File: src/rtl/cartridge_bank_mapper_top_assert.svh
// Assertion macros shared by the bank mapper RTL.
// No dependencies; define NO_ASSERTIONS to compile them out.
`ifndef CARTRIDGE_BANK_MAPPER_TOP_ASSERT_SVH
`define CARTRIDGE_BANK_MAPPER_TOP_ASSERT_SVH

`ifndef NO_ASSERTIONS
`define CBM_ASSERT_SAME(lbl, clk, rst_n, ante, cons) \
    lbl: assert property (@(posedge clk) disable iff (!rst_n) (ante) |-> (cons)) \
        else $error("cbm assertion failed");
`define CBM_ASSERT_NEXT(lbl, clk, rst_n, ante, cons) \
    lbl: assert property (@(posedge clk) disable iff (!rst_n) (ante) |=> (cons)) \
        else $error("cbm assertion failed");
`else
`define CBM_ASSERT_SAME(lbl, clk, rst_n, ante, cons)
`define CBM_ASSERT_NEXT(lbl, clk, rst_n, ante, cons)
`endif

`endif

File: src/rtl/cbm_pkg.sv
// Shared types and constants of the cartridge bank mapper.
// No dependencies.
package cbm_pkg;

    localparam int unsigned ADDR_W = 16;
    localparam int unsigned DATA_W = 8;
    localparam int unsigned PHYS_W = 22;

    localparam logic [1:0] MAPPER_NONE  = 2'd0;
    localparam logic [1:0] MAPPER_TYPE1 = 2'd1;
    localparam logic [1:0] MAPPER_TYPE2 = 2'd2;

    // Control write windows, selected by address[14:13] below 0x8000
    localparam logic [1:0] WIN_RAM_EN   = 2'd0;
    localparam logic [1:0] WIN_ROM_LO   = 2'd1;
    localparam logic [1:0] WIN_ROM_HI   = 2'd2;
    localparam logic [1:0] WIN_MODE     = 2'd3;

    localparam logic [3:0] RAM_EN_CODE  = 4'hA;
    localparam logic [3:0] RAM_DIS_CODE = 4'h0;

    localparam logic [15:0] RO_AREA_LO  = 16'hFEA0;
    localparam logic [15:0] RO_AREA_HI  = 16'hFEFF;

    typedef enum logic [1:0] {
        TGT_INTERNAL = 2'd0,
        TGT_ROM      = 2'd1,
        TGT_RAM      = 2'd2,
        TGT_ABSORB   = 2'd3
    } target_t;

    typedef struct packed {
        logic              action;
        logic [ADDR_W-1:0] address;
        logic [DATA_W-1:0] write_data;
    } access_t;

    typedef struct packed {
        logic [7:0] rom_bank;
        logic [1:0] ram_bank;
        logic       ram_enable;
        logic       rom_mode;
    } bank_state_t;

    typedef struct packed {
        target_t           target;
        logic [PHYS_W-1:0] physical_address;
        logic              write_strobe;
        logic [7:0]        rom_bank_now;
        logic [1:0]        ram_bank_now;
        logic              ram_enabled_now;
    } result_t;

endpackage

File: src/rtl/cbm_in_stage.sv
// Input register of the bank mapper: holds one bus request.
// Depends on cbm_pkg.
module cbm_in_stage (
    input  logic                   clk,
    input  logic                   rst_n,
    input  logic                   in_valid,
    output logic                   in_ready,
    input  logic                   action,
    input  logic [15:0]            address,
    input  logic [7:0]             write_data,
    input  logic                   advance,
    output logic                   acc_valid,
    output cbm_pkg::access_t       acc
);
    import cbm_pkg::*;

    logic    valid_reg;
    logic    valid_next;
    access_t acc_reg;

    // Slot frees up when its request moves on this cycle
    assign in_ready   = !valid_reg || advance;
    assign valid_next = (in_valid && in_ready) || (valid_reg && !advance);

    always_ff @(posedge clk or negedge rst_n)
    begin
        if (!rst_n)
        begin
            valid_reg <= 1'b0;
        end
        else
        begin
            valid_reg <= valid_next;
        end
    end

    always_ff @(posedge clk)
    begin
        if (in_valid && in_ready)
        begin
            acc_reg <= '{action: action, address: address, write_data: write_data};
        end
    end

    assign acc_valid = valid_reg;
    assign acc       = acc_reg;

endmodule

File: src/rtl/cbm_bank_ctrl.sv
// Mapper type and bank registers, with the control write decode.
// Depends on cbm_pkg.
module cbm_bank_ctrl (
    input  logic                  clk,
    input  logic                  rst_n,
    input  logic                  cfg_valid,
    input  logic [1:0]            cfg_data,
    input  logic                  advance,
    input  cbm_pkg::access_t      acc,
    output cbm_pkg::bank_state_t  state_next
);
    import cbm_pkg::*;

    logic [1:0]  mapper_type_reg;
    bank_state_t state_reg;
    logic        t1;
    logic        t2;

    assign t1 = (mapper_type_reg == MAPPER_TYPE1);
    assign t2 = (mapper_type_reg == MAPPER_TYPE2);

    always_comb
    begin
        state_next = state_reg;
        if (acc.action && !acc.address[15])
        begin
            unique case (acc.address[14:13])
                WIN_RAM_EN:
                begin
                    if (t1 || (t2 && !acc.address[4]))
                    begin
                        if (acc.write_data[3:0] == RAM_EN_CODE)
                        begin
                            state_next.ram_enable = 1'b1;
                        end
                        else if (acc.write_data[3:0] == RAM_DIS_CODE)
                        begin
                            state_next.ram_enable = 1'b0;
                        end
                    end
                end
                WIN_ROM_LO:
                begin
                    if (t2)
                    begin
                        state_next.rom_bank = {4'h0, acc.write_data[3:0]};
                    end
                    else if (t1)
                    begin
                        state_next.rom_bank = {state_reg.rom_bank[7:5], acc.write_data[4:0]};
                    end
                end
                WIN_ROM_HI:
                begin
                    if (t1)
                    begin
                        if (state_reg.rom_mode)
                        begin
                            state_next.rom_bank = {acc.write_data[7:5],
                                                   state_reg.rom_bank[4:0]};
                        end
                        else
                        begin
                            state_next.ram_bank = acc.write_data[1:0];
                        end
                    end
                end
                WIN_MODE:
                begin
                    if (t1)
                    begin
                        state_next.rom_mode = !acc.write_data[0];
                        if (!acc.write_data[0])
                        begin
                            state_next.ram_bank = 2'd0;
                        end
                    end
                end
                default:
                begin
                    state_next = state_reg;
                end
            endcase
        end
        // Bank zero is never selected
        if (state_next.rom_bank == 8'd0)
        begin
            state_next.rom_bank = 8'd1;
        end
    end

    always_ff @(posedge clk or negedge rst_n)
    begin
        if (!rst_n)
        begin
            mapper_type_reg <= MAPPER_NONE;
            state_reg       <= '{rom_bank: 8'd1, ram_bank: 2'd0,
                                 ram_enable: 1'b0, rom_mode: 1'b0};
        end
        else
        begin
            if (cfg_valid)
            begin
                mapper_type_reg <= cfg_data;
            end
            if (advance)
            begin
                state_reg <= state_next;
            end
        end
    end

endmodule

File: src/rtl/cbm_route.sv
// Classifies one bus request into a target and a physical address.
// Depends on cbm_pkg.
module cbm_route (
    input  cbm_pkg::access_t      acc,
    input  cbm_pkg::bank_state_t  state_next,
    output cbm_pkg::result_t      res
);
    import cbm_pkg::*;

    logic              in_ram_area;
    logic              in_rom_area;
    logic              in_ro_area;
    logic [PHYS_W-1:0] rom_phys;
    logic [PHYS_W-1:0] ram_phys;

    assign in_ram_area = (acc.address[15:13] == 3'b101);
    assign in_rom_area = (acc.address[15:14] == 2'b01);
    assign in_ro_area  = (acc.address >= RO_AREA_LO) && (acc.address < RO_AREA_HI);

    // Offset plus bank times window size is a plain concatenation
    assign rom_phys = {state_next.rom_bank, acc.address[13:0]};
    assign ram_phys = {7'd0, state_next.ram_bank, acc.address[12:0]};

    always_comb
    begin
        res.target           = TGT_INTERNAL;
        res.physical_address = {6'd0, acc.address};
        res.write_strobe     = 1'b0;
        res.rom_bank_now     = state_next.rom_bank;
        res.ram_bank_now     = state_next.ram_bank;
        res.ram_enabled_now  = state_next.ram_enable;
        if (acc.action)
        begin
            if (!acc.address[15])
            begin
                res.target           = TGT_ABSORB;
                res.physical_address = '0;
            end
            else if (in_ram_area)
            begin
                if (state_next.ram_enable)
                begin
                    res.target           = TGT_RAM;
                    res.physical_address = ram_phys;
                    res.write_strobe     = 1'b1;
                end
                else
                begin
                    res.target           = TGT_ABSORB;
                    res.physical_address = '0;
                end
            end
            else if (in_ro_area)
            begin
                res.target           = TGT_ABSORB;
                res.physical_address = '0;
            end
            else
            begin
                res.write_strobe = 1'b1;
            end
        end
        else if (in_rom_area)
        begin
            res.target           = TGT_ROM;
            res.physical_address = rom_phys;
        end
        else if (in_ram_area)
        begin
            res.target           = TGT_RAM;
            res.physical_address = ram_phys;
        end
    end

endmodule

File: src/rtl/cartridge_bank_mapper_top.sv
// Top level of the cartridge bank mapper: input stage, bank registers,
// routing logic and result register. Depends on cbm_pkg and the assert header.
//
// Usage:
//  - Request channel (in_valid/in_ready): one bus access per request, with
//    action (0 read, 1 write), address and write_data.
//  - Result channel (out_valid/out_ready): one result per request, in order:
//    target, physical_address, write_strobe and the bank state after it.
//  - Config channel (cfg_valid/cfg_ready, cfg_data): sets mapper_type; always
//    ready, to be written only while no request is in flight.
//  - Path: an accepted request passes the input register, then the result
//    register, before out_valid rises; a held result delays it. Throughput:
//    one request per cycle while out_ready stays high, set by the combinational
//    bank update between the two registers.
//  - Reset: both stages empty, mapper type none, ROM bank 1, RAM bank 0,
//    RAM disabled, RAM banking mode.
//  - Stall: a held result keeps its register; the input register still takes
//    one more request, then in_ready drops until out_ready returns.
//    Bank state changes only when a request moves into the result register.
`include "cartridge_bank_mapper_top_assert.svh"

module cartridge_bank_mapper_top (
    input  logic        clk,
    input  logic        rst_n,
    input  logic        cfg_valid,
    output logic        cfg_ready,
    input  logic [1:0]  cfg_data,
    input  logic        in_valid,
    output logic        in_ready,
    input  logic        action,
    input  logic [15:0] address,
    input  logic [7:0]  write_data,
    output logic        out_valid,
    input  logic        out_ready,
    output logic [1:0]  target,
    output logic [21:0] physical_address,
    output logic        write_strobe,
    output logic [7:0]  rom_bank_now,
    output logic [1:0]  ram_bank_now,
    output logic        ram_enabled_now
);
    import cbm_pkg::*;

    logic        acc_valid;
    access_t     acc;
    bank_state_t state_next;
    result_t     res;
    result_t     res_reg;
    logic        out_valid_reg;
    logic        out_valid_next;
    logic        advance;

    // A request moves on when the result register is empty or being drained
    assign advance   = acc_valid && (!out_valid_reg || out_ready);
    assign cfg_ready = 1'b1;

    cbm_in_stage u_in_stage (
        .clk        (clk),
        .rst_n      (rst_n),
        .in_valid   (in_valid),
        .in_ready   (in_ready),
        .action     (action),
        .address    (address),
        .write_data (write_data),
        .advance    (advance),
        .acc_valid  (acc_valid),
        .acc        (acc)
    );

    cbm_bank_ctrl u_bank_ctrl (
        .clk        (clk),
        .rst_n      (rst_n),
        .cfg_valid  (cfg_valid),
        .cfg_data   (cfg_data),
        .advance    (advance),
        .acc        (acc),
        .state_next (state_next)
    );

    cbm_route u_route (
        .acc        (acc),
        .state_next (state_next),
        .res        (res)
    );

    assign out_valid_next = advance || (out_valid_reg && !out_ready);

    always_ff @(posedge clk or negedge rst_n)
    begin
        if (!rst_n)
        begin
            out_valid_reg <= 1'b0;
        end
        else
        begin
            out_valid_reg <= out_valid_next;
        end
    end

    always_ff @(posedge clk)
    begin
        if (advance)
        begin
            res_reg <= res;
        end
    end

    assign out_valid        = out_valid_reg;
    assign target           = res_reg.target;
    assign physical_address = res_reg.physical_address;
    assign write_strobe     = res_reg.write_strobe;
    assign rom_bank_now     = res_reg.rom_bank_now;
    assign ram_bank_now     = res_reg.ram_bank_now;
    assign ram_enabled_now  = res_reg.ram_enabled_now;

    `CBM_ASSERT_SAME(a_rom_bank_nonzero, clk, rst_n,
                     out_valid_reg, res_reg.rom_bank_now != 8'd0)
    `CBM_ASSERT_SAME(a_strobe_not_absorbed, clk, rst_n,
                     out_valid_reg && res_reg.write_strobe, res_reg.target != TGT_ABSORB)
    `CBM_ASSERT_SAME(a_absorbed_zero_addr, clk, rst_n,
                     out_valid_reg && (res_reg.target == TGT_ABSORB),
                     res_reg.physical_address == '0)
    `CBM_ASSERT_NEXT(a_advance_fills_result, clk, rst_n, advance, out_valid_reg)

endmodule

File: config.mk
export PLATFORM = sky130hd
export DESIGN_NAME = cartridge_bank_mapper_top
export DESIGN_NICKNAME = d
export VERILOG_FILES = /design/src/rtl/cbm_pkg.sv /design/src/rtl/cbm_in_stage.sv /design/src/rtl/cbm_bank_ctrl.sv /design/src/rtl/cbm_route.sv /design/src/rtl/cartridge_bank_mapper_top.sv
export VERILOG_INCLUDE_DIRS = /design/src /design/src/rtl
export SDC_FILE = /design/constraint.sdc
export NUM_CORES = 1
export LEC_CHECK = 0
export BUFFER_PORTS_ARGS = -buffer_cell sky130_fd_sc_hd__buf_4
export CAP_MARGIN = 20
export CORE_MARGIN = 3
export CORE_UTILIZATION = 45
export CTS_CLUSTER_DIAMETER = 30
export CTS_CLUSTER_SIZE = 8
export DETAILED_ROUTE_END_ITERATION = 7
export PLACE_DENSITY = 0.78
export SYNTH_ARGS = -nofsm -noshare
export SYNTH_HDL_FRONTEND = slang
export SYNTH_HIERARCHICAL = 1
export SYNTH_SLANG_ARGS = --single-unit
File: constraint.sdc
create_clock -name clk -period 3.18 [get_ports clk]
set_clock_uncertainty 0.1 [all_clocks]
set_input_delay 0.159 -clock clk [delete_from_list [all_inputs] [get_ports clk]]
set_output_delay 0.159 -clock clk [all_outputs]
set_load 0.1 [all_outputs]
==> run metrics, run 1 <==
status=complete, no violations; post-CTS setup buffer count=0; Power Dens Cells=roughly 680 nW/um^2; crit-path cells=nand2b_1 > o21ai_0 > a21boi_0 > nand3b_1 > or3b_1 > a21boi_2 > a31oi_2 > and2_1; drt pass-1 iters=4; die area=8810 um^2; Mapped Area=3470 um^2; final worst-path cycle share=87.2%; root buffer cell=clkbuf_8; global route overflow=0; minimum clock period=between 2 and 3 ns; DIE HEIGHT=93.9 um; Cell Rows=31; Area growth syn-to-layout=30.5%; H-Tree Depth=3; Num Clock Sinks=77; Die W=between 90 and 100 um; vias per cell=5.07; RD Place Congestion=0.856; first-iteration detailed-routing DRC count=around 120; Slew Limit Fails=0; ratio of cells with drive above 1 in the final layout=35.1%; dpl hpwl=4550 um; Sum Neg Setup Slack=0 ns; CP Max Fanout=13; final core occ=about three fifths; I/O Buffers=69; switch share=36.3%; Worst Path Arrival=2.77 ns; Synth async-reset ratio=about a fifth; commonest non-fill, non-tap cell in the layout=buf_4; EDFF count, synth=61; antenna cells=0; Comb pwr share=32.3%; worst slew pin tran=0.662 ns; routed wire length=6770 um; most frequent cells in the layout=buf_4, edfxtp_1, dlygate4sd3_1; antenna violations before repair=0; DR vias=2249; clock-pin transition on the worst setup and hold timing paths=roughly 0.070 ns; startpoint type of the worst setup path=flop; delay of the slowest cell on the worst path=0.50 ns; WL/cell=~15 um; register area=2230 um^2; critical path type=flop to flop; average size of a mapped cell=between 10 and 15 um^2; CTS tree=yes; Seq pwr share=44.1%; Worst Hold Class=primary input to asynchronous set/reset pin; core footprint=between 7000 and 8000 um^2; Int Power=between 0.0015 and 0.002 W; MaxCap Viol Count=0; placed cell count=slightly below 400; met1 Track Usage GR=21.0%; GRT Max-Usage Layer=met2; global-route track usage on met3=3.85%; VDD IR max=290 uV; NetSw=~0.0011 W; Netlist cell types=52; Post-Syn Nets=280; Synth Warn #=6; largest net degree at the start of global routing=33; Fin. Hold Viols=0; fillcell total=585; Max clock buf depth=2; Fmax=361 MHz; Top delay family on crit path=simple AND/OR/NAND/NOR gates; RSZ-0062 raised after global routing=false; clk_lat worst skew=0.35 ns; Reg2Reg Setup Slack=0.41 ns; Initial Util=47.1%; Final Setup Violations=0; WP buf/inv=0; post-synthesis sequential area ratio=roughly 64%; Multi-input gate area=1090 um^2; Final nets=376; worst rel slew slack=between 50% and 60%; post-cts resize count=0; first-pass GRT wire length=10800 um; max reg flops=25; fin cells=444; gr usage total=16.2%; Worst Path Required=3.18 ns; vias in the first global route=2175; dominant synthesized flop cell=edfxtp_1; #FFs+latches synth=77; CP Capture Type=flop; leakage power=1.80 nW; Syn Inst Count=244; power share of the clock group=23.6%; CTS Buf Count=9; DRC=0; met2 GRT Util=25.8%; Slowest cell on crit path=dfrtp_1; # IOs=71; Routed Antenna Nets=0
[metal layers]
| metal | up-vias | wire [um] |
|---|---|---|
| met1 | 1069 | 2940 |
| met2 | 77 | 3350 |
| met4 | 0 | 118 |
| li1 | 1095 | - |
| met3 | 8 | 361 |
| met5 | - | 0 |
[cell type report]
class / instances / share of cell area, %
Timing Repair Buffer: 105 / 19.2
Sequential cell: 77 / 49.3
Clock inverter: 4 / 1.02
Clock buffer: 12 / 3.42
Tap cell: 99 / 2.73
Multi-Input combinational cell: 142 / 24.0
Inverter: 5 / 0.414
[path summary, 6_finish.rpt]
path                                                             from                                   end  depth (start not counted)
max                        u_bank_ctrl/mapper_type_reg[0]$_DFFE_PN0P_         physical_address[1]$_DFFE_PP_                          8
min                                                             rst_n  u_bank_ctrl/state_reg[9]$_DFFE_PN0P_                          2
max reg2reg                u_bank_ctrl/mapper_type_reg[0]$_DFFE_PN0P_         physical_address[1]$_DFFE_PP_                          8
min reg2reg                                       out_valid$_DFF_PN0_                   out_valid$_DFF_PN0_                          2
max in group asynchronous                                       rst_n  u_bank_ctrl/state_reg[4]$_DFFE_PN1P_                          2
min in group clk                                  out_valid$_DFF_PN0_                   out_valid$_DFF_PN0_                          2
[metrics by stage]
stage	instance area (um^2)	power [W]	setup WS (ns)	hold slack [ns]
2_1_floorplan	3470	0.00219	0.413	-0.237
3_3_place_gp	4010	0.00233	0.544	-0.0652
3_5_place_dp	4010	0.00234	0.477	-0.0661
4_1_cts	4530	0.00311	0.468	0.111
5_1_grt	4530	0.00321	0.253	0.119
6_report	4530	0.00309	0.406	0.113
[what timing repair did]
item / 4_1_cts / 5_1_grt
hold buffers: 32 / 0
setup endpoints to repair: 0 / 0
hold endpoints to repair: 45 / 0
[kinds of logic (layout without fill, tap and decap cells)]
group,after synthesis,in the layout,share of synthesized area (%)
xor gates and xnor gates,1,1,0.468
other,1,1,0.108
adders and majority gates,4,4,1.44
and+or+nand+nor,78,78,15.2
AOI/OAI and AO/OA,45,45,9.98
DFF,77,77,64.3
buffers and inverters,25,126,4.39
muxes,13,13,4.14
[synth_stat cells, types with 4 or more instances]
cell type   n  share of area [%]
edfxtp_1   61                 53
dfrtp_1    15                 11
buf_4      13                2.8
and2_1     12                2.2
mux2_2     11                3.6
a21oi_1    10                1.4
and2_4     10                2.5
a22o_1      9                2.3
nor2_1      9               0.97
nand2b_1    8                1.4
nand3_1     8                1.2
o21ai_0     7                1.0
nand2_1     6               0.65
inv_1       5               0.54
clkbuf_1    4               0.43
ha_1        4                1.4
nand3b_1    4               0.86
[power groups by stage]
| stage | sequential (W) | combinational (W) | clock, W |
|---|---|---|---|
| after detailed placement | 0.00138 | 0.000964 | 0 |
| after global routing | 0.00138 | 0.00105 | 0.000786 |
| final | 0.00136 | 0.000998 | 0.000731 |
| after floorplan | 0.00181 | 0.000380 | 0 |
| after global placement | 0.00138 | 0.000953 | 0 |
| after CTS | 0.00136 | 0.000998 | 0.000748 |
Power figures use the tool's default switching activity.
==> run 2, diff against run 1 <==
ABC_CLOCK_PERIOD_IN_PS = 3180   (was not set)
CTS_BUF_LIST = sky130_fd_sc_hd__clkbuf_4 sky130_fd_sc_hd__clkbuf_8 sky130_fd_sc_hd__clkbuf_16   (was not set)
==> run 2 against run 1 <==
  * Fmax about the same
  * Sequential share of layout area about the same
  * Non-clock buffer count unchanged
  * Hold slack about the same
  * Die area unchanged
  * Wire length down 0.27%
  * Final cell count unchanged
  * Power up 0.26%
  * Sequential cell count unchanged
  * First-iteration DRC count down 0.82%
  * Setup slack about the same
  * Sequential power about the same
  * Largest cell class unchanged
  * Highest routed layer unchanged
==> run metrics, run 2 (synthesized netlist as in run 1, its figures left out) <==
Initial Util=47.1%; post-route cell area=between 4000 and 5000 um^2; critical path type=flop to flop; Critical Path Stages=8; clk_lat worst skew=approximately 0.35 ns; final worst-path cycle share=slightly below 90%; RSZ-0062 raised after global routing=false; delay of the slowest cell on the worst path=around 0.5 ns; reg2reg path depth=8; VDD IR max=between 200 and 300 uV; DR vias=2250; CTS Buf Count=9; worst slew pin tran=0.661 ns; antenna cells=0; max reg flops=25; Die W=between 90 and 100 um; Sum Neg Setup Slack=0 ns; Worst Hold Class=primary input to asynchronous set/reset pin; clock-pin transition on the worst setup and hold timing paths=0.07 ns; cts hold-fix bufs=32; Fmax=between 300 and 400 MHz; R2R Path Start=u_bank_ctrl/mapper_type_reg[0]$_DFFE_PN0P_; post-cts resize count=0; most frequent cells in the layout=buf_4, edfxtp_1, dlygate4sd3_1; drt pass-1 iters=4; Slowest cell on crit path=dfrtp_1; DIE HEIGHT=93.9 um; Worst Path Required=~3.2 ns; WL/cell=15.2 um; CP startpoint=u_bank_ctrl/mapper_type_reg[0]$_DFFE_PN0P_; commonest non-fill, non-tap cell in the layout=buf_4; vias in the first global route=2175; Area growth syn-to-layout=30.7%; # IOs=71; DRC=0; Reg2Reg Setup Slack=slightly above 0.4 ns; Final Setup Violations=0; CP Max Fanout=13; Worst Path Arrival=2.77 ns; leakage power=1.81 nW; CTS tree=yes; CP Capture Type=flop; startpoint type of the worst setup path=flop; Top delay family on crit path=simple AND/OR/NAND/NOR gates; routed wire length=between 6000 and 7000 um; post-CTS setup buffer count=0; Cell Rows=31; dpl cell area=4010 um^2; status=complete, no violations; Max clock buf depth=2; Num Clock Sinks=77; Power Dens Cells=683 nW/um^2; crit-path cells=nand2b_1 > o21ai_0 > a21boi_0 > nand3b_1 > or3b_1 > a21boi_2 > a31oi_2 > and2_1; WP buf/inv=0; ratio of cells with drive above 1 in the final layout=35.4%; H-Tree Depth=3; r2r endpoint=physical_address[1]$_DFFE_PP_; Slew Limit Fails=0; largest net degree at the start of global routing=33; fillcell total=584; Final nets=376; vias per cell=5.07; minimum clock period=2.77 ns; RD Place Congestion=0.856; I/O Buffers=69; MaxCap Viol Count=0; Fin. Hold Viols=0; first-iteration detailed-routing DRC count=121; Routed Antenna Nets=0; root buffer cell=clkbuf_8; global route overflow=0; gr usage total=16.2%; first-pass GRT wire length=~11000 um; antenna violations before repair=0; CP endpoint=physical_address[1]$_DFFE_PP_; die area=8810 um^2; worst rel slew slack=55.8%; dpl hpwl=4550 um; core footprint=between 7000 and 8000 um^2; Min Hold Slack=0.113 ns
==> run 2: cell counts in the layout (fill, tap and decap cells not counted) <==
No cell type changed its count.
==> run 2: layout make-up <==
class                           instances  area [um^2]  share of cell area [%]
Sequential cell                        77         2230                    49.2
Multi-Input combinational cell        142         1090                    24.0
Timing Repair Buffer                  105          868                    19.1
Clock buffer                           12          159                    3.50
Tap cell                               99          124                    2.73
Clock inverter                          4         46.3                    1.02
Inverter                                5         18.8                   0.414
==> run 2: worst min path at each step <==
stage | slack, ns | cells after the start | start | to
floorplan | -0.24 | 0 | rst_n | out_valid$_DFF_PN0_
global placement | -0.07 | 1 | rst_n | u_bank_ctrl/state_reg[9]$_DFFE_PN0P_
detailed placement | -0.07 | 1 | rst_n | u_bank_ctrl/state_reg[10]$_DFFE_PN0P_
CTS | 0.11 | 2 | rst_n | u_bank_ctrl/state_reg[3]$_DFFE_PN0P_
global route | 0.12 | 2 | rst_n | u_bank_ctrl/state_reg[3]$_DFFE_PN0P_
finish | 0.11 | 2 | rst_n | u_bank_ctrl/state_reg[9]$_DFFE_PN0P_
==> run 2: power by group <==
part	internal [W]	leakage (nW)	switching, W
Sequential	0.00126	0.783	0.0000968
Combinational	0.000302	0.922	0.000695
Clock	0.000410	0.103	0.000329
Total	0.00198	1.81	0.00112
==> run 2: per-layer routing <==
| layer | vias to the layer above | GRT usage (%) | wire length (um) |
|---|---|---|---|
| met5 | - | 0 | 0 |
| met2 | 77 | 25.8 | 3340 |
| met3 | 8 | 3.85 | 361 |
| met4 | 0 | 7.58 | 118 |
| li1 | 1095 | - | - |
| met1 | 1070 | 21.0 | 2930 |
==> run 2: worst register-to-register path, stage by stage, from the launching register on <==
cell      delay [ns]
dfrtp_1         0.50
nand2b_1        0.23
o21ai_0         0.29
a21boi_0        0.12
nand3b_1        0.25
or3b_1          0.45
a21boi_2        0.19
a31oi_2         0.14
and2_1          0.27
==> run 2: through the flow <==
step	power, W	utilization, %	instances	setup WS [ns]
after floorplan	0.00219	-	244	0.413
after global placement	0.00233	54.4	396	0.544
after detailed placement	0.00234	54.4	396	0.477
after CTS	0.00311	61.6	444	0.468
after global routing	0.00322	61.6	444	0.253
final	0.00310	61.6	444	0.407
==> run 3, diff against run 2 <==
BUFFER_PORTS_ARGS = -buffer_cell sky130_fd_sc_hd__buf_2   (was -buffer_cell sky130_fd_sc_hd__buf_4)
==> run 3 against run 2 <==
  * Die area is the same
  * Sequential cell count did not move
  * Critical path depth is the same
  * Final area is 4.4% lower
  * Sequential power hardly changed
  * Clock power down 12%
  * Setup slack got worse by 0.014 ns
  * Hold slack better by 0.034 ns
  * Fmax shrank 0.50%
  * First-iteration DRC count rose by 14%
  * Largest power group unchanged
  * Highest routed layer unchanged
==> run metrics, run 3 (synthesized netlist as in run 1, its figures left out) <==
status=complete, no violations; RD Place Congestion=~0.88; Fmax=359 MHz; Worst Path Arrival=2.80 ns; Max clock buf depth=2; minimum clock period=approximately 2.8 ns; drt pass-1 iters=4; clock-pin transition on the worst setup and hold timing paths=0.08 ns; cts hold-fix bufs=32; routed wl met2=3180 um; leakage power=1.74 nW; DIE HEIGHT=roughly 94 um; Initial Util=47.1%; post-cts resize count=0; critical path type=flop to flop; RSZ-0062 raised after global routing=false; Top Metal Used=met4; routed wire length=6510 um; Area growth syn-to-layout=25.0%; ratio of cells with drive above 1 in the final layout=35.8%; worst slew pin tran=0.614 ns; Die W=93.9 um; DR vias=2250; met3 routed WL=275 um; die area=8810 um^2; Num Clock Sinks=77; post-route cell area=around 4300 um^2; core footprint=7370 um^2; Final Power=0.00295 W; Place WS=0.449 ns; gr usage total=15.8%; met1 wire length=2940 um; Min Hold Slack=0.147 ns; VDD IR max=239 uV; vias per cell=5.06; Sum Neg Setup Slack=0 ns; worst rel slew slack=between 50 and 60%; most frequent cells in the layout=buf_2, edfxtp_1, dlygate4sd3_1; I/O Buffers=69; CP Max Fanout=13; dpl hpwl=4540 um; # IOs=roughly 70; dpl cell area=3850 um^2; first-pass GRT wire length=around 11000 um; root buffer cell=clkbuf_8; Final Setup Violations=0; vias in the first global route=2107; Worst Hold Class=primary input to asynchronous set/reset pin; largest net degree at the start of global routing=33; DRC=0; setup ws final=0.393 ns; Worst Path Required=approximately 3.2 ns; Routed Antenna Nets=0; Cell Rows=31; CP Capture Type=flop; first-iteration detailed-routing DRC count=138; CTS tree=yes; global route overflow=0; max reg flops=25; Final nets=377; startpoint type of the worst setup path=flop; CTS Buf Count=9; commonest non-fill, non-tap cell in the layout=buf_2; clk_lat worst skew=roughly 0.36 ns; antenna violations before repair=0; MaxCap Viol Count=0; Fin. Hold Viols=0; Slew Limit Fails=0; WL/cell=14.6 um; Power Dens Cells=680 nW/um^2; H-Tree Depth=3; final worst-path cycle share=87.6%; post-CTS setup buffer count=0; antenna cells=0
[run 3: cell count changes in the layout (fill, tap and decap cells not counted)]
cell,previous run,this run
clkinv_2,1,4
buf_2,0,69
buf_4,73,5
clkbuf_8,11,10
clkinv_1,1,0
bufinv_16,1,0
[run 3: per-stage QoR]
step | util (%) | std cells
final | 58.9 | 445
after global routing | 58.9 | 445
after CTS | 58.9 | 445
after detailed placement | 52.2 | 397
after global placement | 52.2 | 397
after floorplan | - | 244
[run 3: power by group]
part | internal, W | switching (W) | total [W]
Sequential | 0.00126 | 0.0000913 | 0.00136
Combinational | 0.000257 | 0.000693 | 0.000949
Clock | 0.000308 | 0.000341 | 0.000648
Total | 0.00183 | 0.00112 | 0.00295
[run 3: critical path, cell delays in order (launching register included)]
cell      delay (ns)
dfrtp_1         0.49
nand2b_1        0.22
o21ai_0         0.29
a21boi_0        0.13
nand3b_1        0.26
or3b_1          0.45
a21boi_2        0.20
a31oi_2         0.14
and2_4          0.26
[run 3: path summary, 6_finish.rpt]
| check | to | slack [ns] | startpoint | cells past startpoint |
|---|---|---|---|---|
| max | physical_address[3]$_DFFE_PP_ | 0.39 | u_bank_ctrl/mapper_type_reg[0]$_DFFE_PN0P_ | 8 |
| min | u_bank_ctrl/state_reg[2]$_DFFE_PN0P_ | 0.15 | rst_n | 2 |
| max reg2reg | physical_address[3]$_DFFE_PP_ | 0.39 | u_bank_ctrl/mapper_type_reg[0]$_DFFE_PN0P_ | 8 |
| min reg2reg | out_valid$_DFF_PN0_ | 0.42 | out_valid$_DFF_PN0_ | 2 |
| max in group asynchronous | u_bank_ctrl/state_reg[4]$_DFFE_PN1P_ | 2.51 | rst_n | 2 |
| min in group clk | u_in_stage/acc[11]$_DFFE_PP_ | 0.41 | address[3] | 2 |
[run 3: area by class of cell]
type	count	area, um^2
multi-input combinational	142	1090
timing repair buffer	106	703
fill	593	3030
tap	99	124
clock buffer	11	145
clock inverter	5	27.5
inverter	5	18.8
sequential	77	2230
[run 3: per-layer routing]
| layer | track usage [%] | vias up |
|---|---|---|
| li1 | - | 1098 |
| met1 | 21.0 | 1086 |
| met2 | 24.8 | 56 |
| met3 | 3.61 | 10 |
| met4 | 6.86 | 0 |
| met5 | 0 | - |
